### src/ple_pkg.sv
// Shared types, codes and constants for the positional list engine.
package ple_pkg;

  localparam int CAPACITY_DEF = 64;
  localparam int DATA_W       = 32;
  localparam int POS_W        = 8;
  localparam int FUNC_W       = 3;
  localparam int KIND_W       = 2;

  localparam logic [FUNC_W-1:0] FN_LENGTH = 3'd0;
  localparam logic [FUNC_W-1:0] FN_INSERT = 3'd1;
  localparam logic [FUNC_W-1:0] FN_READ   = 3'd2;
  localparam logic [FUNC_W-1:0] FN_REMOVE = 3'd3;
  localparam logic [FUNC_W-1:0] FN_DUMP   = 3'd4;

  localparam logic [KIND_W-1:0] RK_LENGTH = 2'd0;
  localparam logic [KIND_W-1:0] RK_READ   = 2'd1;
  localparam logic [KIND_W-1:0] RK_ELEM   = 2'd2;
  localparam logic [KIND_W-1:0] RK_EMPTY  = 2'd3;

  localparam logic signed [DATA_W-1:0] MINUS_ONE = '1;

  typedef struct packed {
    logic [FUNC_W-1:0]        func;
    logic [POS_W-1:0]         position;
    logic signed [DATA_W-1:0] item_value;
  } ple_in_t;

  typedef struct packed {
    logic [KIND_W-1:0]        result_kind;
    logic signed [DATA_W-1:0] result_value;
    logic                     out_of_range;
    logic                     last;
  } ple_out_t;

endpackage

### src/ple_ram.sv
// Entry store: one write port, one read port with registered read data.
module ple_ram #(
  parameter int DEPTH = ple_pkg::CAPACITY_DEF
) (
  input  logic                              clk,
  input  logic                              we,
  input  logic [$clog2(DEPTH)-1:0]          waddr,
  input  logic signed [ple_pkg::DATA_W-1:0] wdata,
  input  logic [$clog2(DEPTH)-1:0]          raddr,
  output logic signed [ple_pkg::DATA_W-1:0] rdata
);

  logic signed [ple_pkg::DATA_W-1:0] mem [DEPTH];

  always_ff @(posedge clk) begin
    if (we) begin
      mem[waddr] <= wdata;
    end
    rdata <= mem[raddr];
  end

endmodule

### src/positional_list_engine.sv
// Top level of the positional list engine: request decode, shift sequencer, result register.
//
//   channel | ports                      | transaction
//   --------+----------------------------+----------------------------------------
//   in      | in_valid, in_ready, in_data | one request (func, position, item_value)
//   out     | out_valid, out_ready, out_data | one result (kind, value, range, last)
//
// Length, missed read, empty dump, and insert/remove at the tail are handled in S_IDLE on acceptance.
// A read in range passes through S_RD, as the entry memory has registered read data.
// Insert/remove that moves entries steps through S_SHIFT, S_FLUSH and, for insert, S_FIN:
// one entry per cycle through the one-read, one-write pipeline on the entry memory.
// A dump reads each element through S_DRD and S_DLD; out_ready low stalls it.
// Synchronous reset empties the list; entry contents are not cleared.
module positional_list_engine #(
  parameter int CAPACITY = ple_pkg::CAPACITY_DEF
) (
  input  logic             clk,
  input  logic             rst_n,
  input  logic             in_valid,
  output logic             in_ready,
  input  ple_pkg::ple_in_t in_data,
  output logic             out_valid,
  input  logic             out_ready,
  output ple_pkg::ple_out_t out_data
);

  localparam int AW = $clog2(CAPACITY);
  localparam int LW = $clog2(CAPACITY + 1);
  localparam int CW = ((LW > ple_pkg::POS_W) ? LW : ple_pkg::POS_W) + 1;
  localparam logic [LW-1:0] CAP_L = LW'(CAPACITY);

  localparam logic [2:0] S_IDLE  = 3'd0;
  localparam logic [2:0] S_SHIFT = 3'd1;
  localparam logic [2:0] S_FLUSH = 3'd2;
  localparam logic [2:0] S_FIN   = 3'd3;
  localparam logic [2:0] S_RD    = 3'd4;
  localparam logic [2:0] S_DRD   = 3'd5;
  localparam logic [2:0] S_DLD   = 3'd6;

  logic [2:0]    state_r, state_nxt;
  logic [LW-1:0] len_r, len_nxt;
  logic          out_valid_r, out_valid_nxt;
  logic          pend_r, pend_nxt;
  logic [AW-1:0] cur_r, cur_nxt;
  logic [AW-1:0] end_r, end_nxt;
  logic [AW-1:0] wa_r, wa_nxt;
  logic          down_r, down_nxt;
  logic signed [ple_pkg::DATA_W-1:0] val_r, val_nxt;
  ple_pkg::ple_out_t out_r, out_nxt;

  logic          accept;
  logic          out_load;
  logic          we;
  logic [AW-1:0] waddr;
  logic [AW-1:0] raddr;
  logic signed [ple_pkg::DATA_W-1:0] wdata;
  logic signed [ple_pkg::DATA_W-1:0] rdata;
  logic [CW-1:0] pos_ext;
  logic [CW-1:0] len_ext;
  logic [AW-1:0] pos_a;

  ple_ram #(
    .DEPTH(CAPACITY)
  ) u_ram (
    .clk  (clk),
    .we   (we),
    .waddr(waddr),
    .wdata(wdata),
    .raddr(raddr),
    .rdata(rdata)
  );

  assign pos_ext   = CW'(in_data.position);
  assign len_ext   = CW'(len_r);
  assign pos_a     = in_data.position[AW-1:0];
  assign in_ready  = (state_r == S_IDLE) && (!out_valid_r || out_ready);
  assign accept    = in_valid && in_ready;
  assign out_valid = out_valid_r;
  assign out_data  = out_r;

  always_comb begin
    state_nxt     = state_r;
    len_nxt       = len_r;
    pend_nxt      = 1'b0;
    cur_nxt       = cur_r;
    end_nxt       = end_r;
    wa_nxt        = wa_r;
    down_nxt      = down_r;
    val_nxt       = val_r;
    out_valid_nxt = out_valid_r && !out_ready;
    out_nxt       = out_r;
    out_load      = 1'b0;
    we            = 1'b0;
    waddr         = wa_r;
    wdata         = rdata;
    raddr         = cur_r;

    unique case (state_r)
      S_IDLE: begin
        raddr = pos_a;
        if (accept) begin
          unique case (in_data.func)
            ple_pkg::FN_LENGTH: begin
              out_load = 1'b1;
              out_nxt  = '{ple_pkg::RK_LENGTH, ple_pkg::DATA_W'(len_r), 1'b0, 1'b1};
            end
            ple_pkg::FN_INSERT: begin
              if (len_r == '0) begin
                we      = 1'b1;
                waddr   = '0;
                wdata   = in_data.item_value;
                len_nxt = len_r + LW'(1);
              end else if (pos_ext <= len_ext && len_r != CAP_L) begin
                if (pos_ext == len_ext) begin
                  we      = 1'b1;
                  waddr   = pos_a;
                  wdata   = in_data.item_value;
                  len_nxt = len_r + LW'(1);
                end else begin
                  state_nxt = S_SHIFT;
                  cur_nxt   = AW'(len_r - LW'(1));
                  end_nxt   = pos_a;
                  down_nxt  = 1'b1;
                  val_nxt   = in_data.item_value;
                end
              end
            end
            ple_pkg::FN_READ: begin
              if (pos_ext < len_ext) begin
                state_nxt = S_RD;
              end else begin
                out_load = 1'b1;
                out_nxt  = '{ple_pkg::RK_READ, ple_pkg::MINUS_ONE, 1'b1, 1'b1};
              end
            end
            ple_pkg::FN_REMOVE: begin
              if (pos_ext < len_ext) begin
                if (pos_ext == len_ext - CW'(1)) begin
                  len_nxt = len_r - LW'(1);
                end else begin
                  state_nxt = S_SHIFT;
                  cur_nxt   = AW'(pos_a + AW'(1));
                  end_nxt   = AW'(len_r - LW'(1));
                  down_nxt  = 1'b0;
                end
              end
            end
            ple_pkg::FN_DUMP: begin
              if (len_r == '0) begin
                out_load = 1'b1;
                out_nxt  = '{ple_pkg::RK_EMPTY, ple_pkg::MINUS_ONE, 1'b0, 1'b1};
              end else begin
                state_nxt = S_DRD;
                cur_nxt   = '0;
              end
            end
            default: begin
            end
          endcase
        end
      end
      S_SHIFT: begin
        pend_nxt = 1'b1;
        wa_nxt   = down_r ? AW'(cur_r + AW'(1)) : AW'(cur_r - AW'(1));
        we       = pend_r;
        if (cur_r == end_r) begin
          state_nxt = S_FLUSH;
        end else begin
          cur_nxt = down_r ? AW'(cur_r - AW'(1)) : AW'(cur_r + AW'(1));
        end
      end
      S_FLUSH: begin
        we = 1'b1;
        if (down_r) begin
          state_nxt = S_FIN;
        end else begin
          len_nxt   = len_r - LW'(1);
          state_nxt = S_IDLE;
        end
      end
      S_FIN: begin
        we        = 1'b1;
        waddr     = end_r;
        wdata     = val_r;
        len_nxt   = len_r + LW'(1);
        state_nxt = S_IDLE;
      end
      S_RD: begin
        out_load  = 1'b1;
        out_nxt   = '{ple_pkg::RK_READ, rdata, 1'b0, 1'b1};
        state_nxt = S_IDLE;
      end
      S_DRD: begin
        if (!out_valid_r || out_ready) begin
          state_nxt = S_DLD;
        end
      end
      S_DLD: begin
        out_load = 1'b1;
        out_nxt  = '{ple_pkg::RK_ELEM, rdata, 1'b0,
                     (LW'(cur_r) + LW'(1)) == len_r};
        if ((LW'(cur_r) + LW'(1)) == len_r) begin
          state_nxt = S_IDLE;
        end else begin
          cur_nxt   = AW'(cur_r + AW'(1));
          state_nxt = S_DRD;
        end
      end
      default: begin
        state_nxt = S_IDLE;
      end
    endcase

    if (out_load) begin
      out_valid_nxt = 1'b1;
    end
  end

  always_ff @(posedge clk) begin
    if (!rst_n) begin
      state_r     <= S_IDLE;
      len_r       <= '0;
      out_valid_r <= 1'b0;
      pend_r      <= 1'b0;
    end else begin
      state_r     <= state_nxt;
      len_r       <= len_nxt;
      out_valid_r <= out_valid_nxt;
      pend_r      <= pend_nxt;
    end
  end

  always_ff @(posedge clk) begin
    cur_r  <= cur_nxt;
    end_r  <= end_nxt;
    wa_r   <= wa_nxt;
    down_r <= down_nxt;
    val_r  <= val_nxt;
    out_r  <= out_nxt;
  end

  a_len_bound: assert property (@(posedge clk) disable iff (!rst_n)
    len_r <= CAP_L)
    else $error("list length above capacity");

  a_no_overwrite: assert property (@(posedge clk) disable iff (!rst_n)
    out_load |-> (!out_valid_r || out_ready))
    else $error("result register overwritten while held");

  a_shift_addr: assert property (@(posedge clk) disable iff (!rst_n)
    (state_r == S_SHIFT && pend_r) |-> (wa_r != cur_r))
    else $error("shift read and write hit the same entry");

  a_flush_pend: assert property (@(posedge clk) disable iff (!rst_n)
    (state_r == S_FLUSH) |-> pend_r)
    else $error("flush without pending read data");

endmodule

### config.mk
export PLATFORM = sky130hd
export DESIGN_NAME = positional_list_engine
export DESIGN_NICKNAME = d
export VERILOG_FILES = /design/src/ple_pkg.sv /design/src/ple_ram.sv /design/src/positional_list_engine.sv
export SDC_FILE = /design/constraint.sdc
export NUM_CORES = 2
export LEC_CHECK = 0
export ABC_AREA = 1
export BUFFER_PORTS_ARGS = -buffer_cell sky130_fd_sc_hd__buf_2
export CORE_MARGIN = 5
export CORE_UTILIZATION = 40
export CTS_CLUSTER_SIZE = 20
export DETAILED_ROUTE_END_ITERATION = 10
export PLACE_DENSITY_LB_ADDON = 0.05
export REMOVE_ABC_BUFFERS = 1
export SETUP_SLACK_MARGIN = 0.3
export SLEW_MARGIN = 10
export SYNTH_ARGS = -nofsm -noshare
export SYNTH_HDL_FRONTEND = slang
export SYNTH_SLANG_ARGS = --single-unit
### constraint.sdc
create_clock -name clk -period 7.87 [get_ports clk]
set_input_delay 1.9675 -clock clk [delete_from_list [all_inputs] [get_ports clk]]
set_output_delay 1.9675 -clock clk [all_outputs]
set_load 0.01 [all_outputs]
==> metrics.txt <==
outcome=completed; Max-Cap Viols=0; total number of clock tree sinks=2,179; Net count, final=7,895; type of the worst setup path=input port to register; number of detailed-routing iterations run before antenna repair=6; Worst-path clk slew=0.06 ns; commonest cells after routing, fill and taps aside=2,135 x edfxtp_1, 2,104 x nand2_1, 1,092 x nand3_1; Clock H-tree levels=4; number of vias per cell after detailed routing=5.29; hold violation count in the final report=0; placeable core area=227,000 um2; net switching fraction of the power=43.7%; TritonCTS clock tree=done; top-level I/O count=85; worst ir drop on vdd=0.000457 V; x dimension of the die=487 um; most used flip-flop cell after synthesis=edfxtp_1; post-synthesis compound-gate area fraction=6.75%; Least-Margin Pin Slew=1.22 ns; Post-Synthesis Cells=7,814; critical path arrival=6.17 ns; cells resized by post-CTS repair=0; class of the tightest hold or removal check=register to register; fraction of synthesized cell area taken by the top area cell type=70.3%; area share of fa/ha/maj cells after synthesis=0.165%; Sequential Power Share=34.2%; Net Sw Power=20.6 mW; fmax=178 MHz; Syn Std Cell Area=91,200 um2; initial antenna violation count=11; category of the worst setup path capture point=register; Clock Skews=0.0335 ns; proportion of power drawn by the clock network=22.4%; root buffer cell=clkbuf_16; final critical path time including I/O delays and setup=5.63 ns; Relative slew margins=18.3%; combined global-route utilization of all metal layers=22.9%; total via count in the routed design=58,500; multi-input logic area=21,100 um2; total leakage power=37.9 nW; Remaining DRCs=0; cells taking the most area after synthesis=edfxtp_1 70%, nand2_1 8.7%, nand3_1 6.0%; Finished Layout Cells=11,100; fraction of layout cells with a size suffix above 1=8.50%; Critical Path Fanout Max=19; sequential-to-total area share from yosys stat=71.3%; vias in the first global route=56,700; Internal Dissipation=26.5 mW; summed area of non-filler cells in the final layout=103,000 um2; placer's final routability congestion estimate=0.877; number of enable flip-flop cells after synthesis=2,135; wire length after detailed routing=276,000 um; number of hold-repair buffers added at the cts stage=0; synthesized-area fraction occupied by xor and xnor cells=0.188%; Site Rows=175; number of pins with negative max-slew slack in the final report=0; maximum number of pins on one net before global-route repair=165; TritonCTS Buffers=234; most area-hungry cell type in the Yosys netlist=edfxtp_1; layout overhead on the synthesized area=12.9%; endpoints failing setup=0; Setup crit start kind=input port; Placed Cells=10,600; part of the total power dissipated in combinational logic=43.4%; grt total ovfl=0; power per cell area=458 nW/um2; flop and latch count out of synthesis=2,179; average size of a mapped cell=11.7 um2; Bufs on Longest Clock Path=3; number of buffers inserted to repair setup after CTS=0; Simple-Gate Fraction of Synth Area=15.4%; Die Outline Area=238,000 um2; DRC marker count from the first detailed-route iteration=5,073; Data required, critical path=8.42 ns; WL per Instance=25.0 um; Die Span Y=487 um; final-layout fill cell count=20,800; later-pin clock latency in the skew report=0.86 ns; post-route antenna net violation count=0; Post-Place Cell Area=95,600 um2; multiplexer share of the synthesized area=0%; Warnings, synthesis=0; sequential cell area=65,000 um2; final worst-path cycle share=71.5%; Async S/R FF share, synth=0%; global-route wire length before repair=402,000 um; IO Port Bufs=84; half-perimeter wire length after placement=161,000 um; leading cell type in the layout, fill and taps excluded=edfxtp_1; total negative slack=0 ns; setup repair after global routing missed its margin=false; Final Total Pwr=47.1 mW; effective utilization at floorplan=40.2%; number of distinct library cell variants in the gate-level netlist after synthesis=42; combinational family with the most area after synthesis=simple AND/OR/NAND/NOR gates
Yosys cell counts, drive strengths merged (2+ instances only):
master	n
edfxtp	2135
nand2	2107
nand3	1095
inv	930
o211ai	726
buf	333
clkbuf	138
nor2	133
a21oi	56
dfxtp	44
o21ai	40
xor2	14
ha	12
a22oi	7
nand4	7
nor3	7
o22ai	6
o221ai	5
clkinv	3
xnor2	3
a31oi	2
nor3b	2
o21bai	2
or2	2
path summary, 6_finish.rpt:
| check | start | end | slack (ns) | depth (start not counted) |
|---|---|---|---|---|
| max | in_data[36] | u_ram.mem[53][10]$_DFFE_PP_ | 2.24 | 11 |
| min | len_r[6]$_SDFFE_PN0P_ | len_r[6]$_SDFFE_PN0P_ | 0.59 | 2 |
| max reg2reg | len_r[4]$_SDFFE_PN0P_ | u_ram.mem[53][10]$_DFFE_PP_ | 2.73 | 11 |
| min reg2reg | len_r[6]$_SDFFE_PN0P_ | len_r[6]$_SDFFE_PN0P_ | 0.59 | 2 |
through the flow:
| stage | utilization (%) | hold WS (ns) | setup slack (ns) |
|---|---|---|---|
| floorplan | - | 0.517 | -18.99 |
| global placement | 42.1 | 0.561 | 1.49 |
| detailed placement | 42.1 | 0.578 | 1.54 |
| CTS | 45.3 | 0.596 | 2.48 |
| global route | 45.3 | 0.602 | 2.20 |
| finish | 45.3 | 0.586 | 2.24 |
power by group through the flow:
stage               logic [mW]  registers [mW]  clock network (mW)
CTS                       20.6            16.1                10.8
global route              22.1            16.1                11.3
floorplan                 12.5            16.6                   0
global placement          20.6            16.3                   0
detailed placement        20.6            16.3                   0
finish                    20.4            16.1                10.6
worst max-delay path, stage by stage:
cell	delay (ns)
buf_2	0.18
ha_1	0.31
nand2_1	0.04
nor3_1	0.32
nand2_1	0.09
nor2_1	0.20
o21ai_2	0.14
a31oi_2	0.58
nand3_1	0.93
nor2_4	1.04
buf_4	0.32
state kept, by name, indices dropped and copies added, names as in the netlist, 3 cells and up:
signal / count
u_ram.mem: 2048
out_data: 36
u_ram.rdata: 32
val_r: 32
len_r: 7
cur_r: 6
end_r: 6
wa_r: 6
state_r: 3
layer usage:
layer | vias up | global-route usage (%) | part of all wire, %
met2 | 1495 | 37.9 | 48
met5 | - | 0 | 0.0047
li1 | 27400 | - | -
met1 | 29300 | 32.3 | 45
met3 | 374 | 2.99 | 4.9
met4 | 2 | 5.59 | 2.5
cells by family after synthesis:
| group | count (synthesis) |
|---|---|
| flops | 2179 |
| fa+ha+maj | 12 |
| compound gates | 846 |
| xor+xnor | 18 |
| buf+inv | 1404 |
| simple gates | 3355 |
final cells by class:
| type | instances | area share (%) |
|---|---|---|
| timing repair buffer | 257 | 2.13 |
| clock inverter | 122 | 0.967 |
| inverter | 933 | 3.42 |
| sequential | 2179 | 63.2 |
| tap | 3009 | 3.66 |
| clock buffer | 313 | 6.13 |
| antenna | 12 | 0.0292 |
| multi-input combinational | 4231 | 20.5 |
No activity file was read; power rests on OpenSTA's default activity.
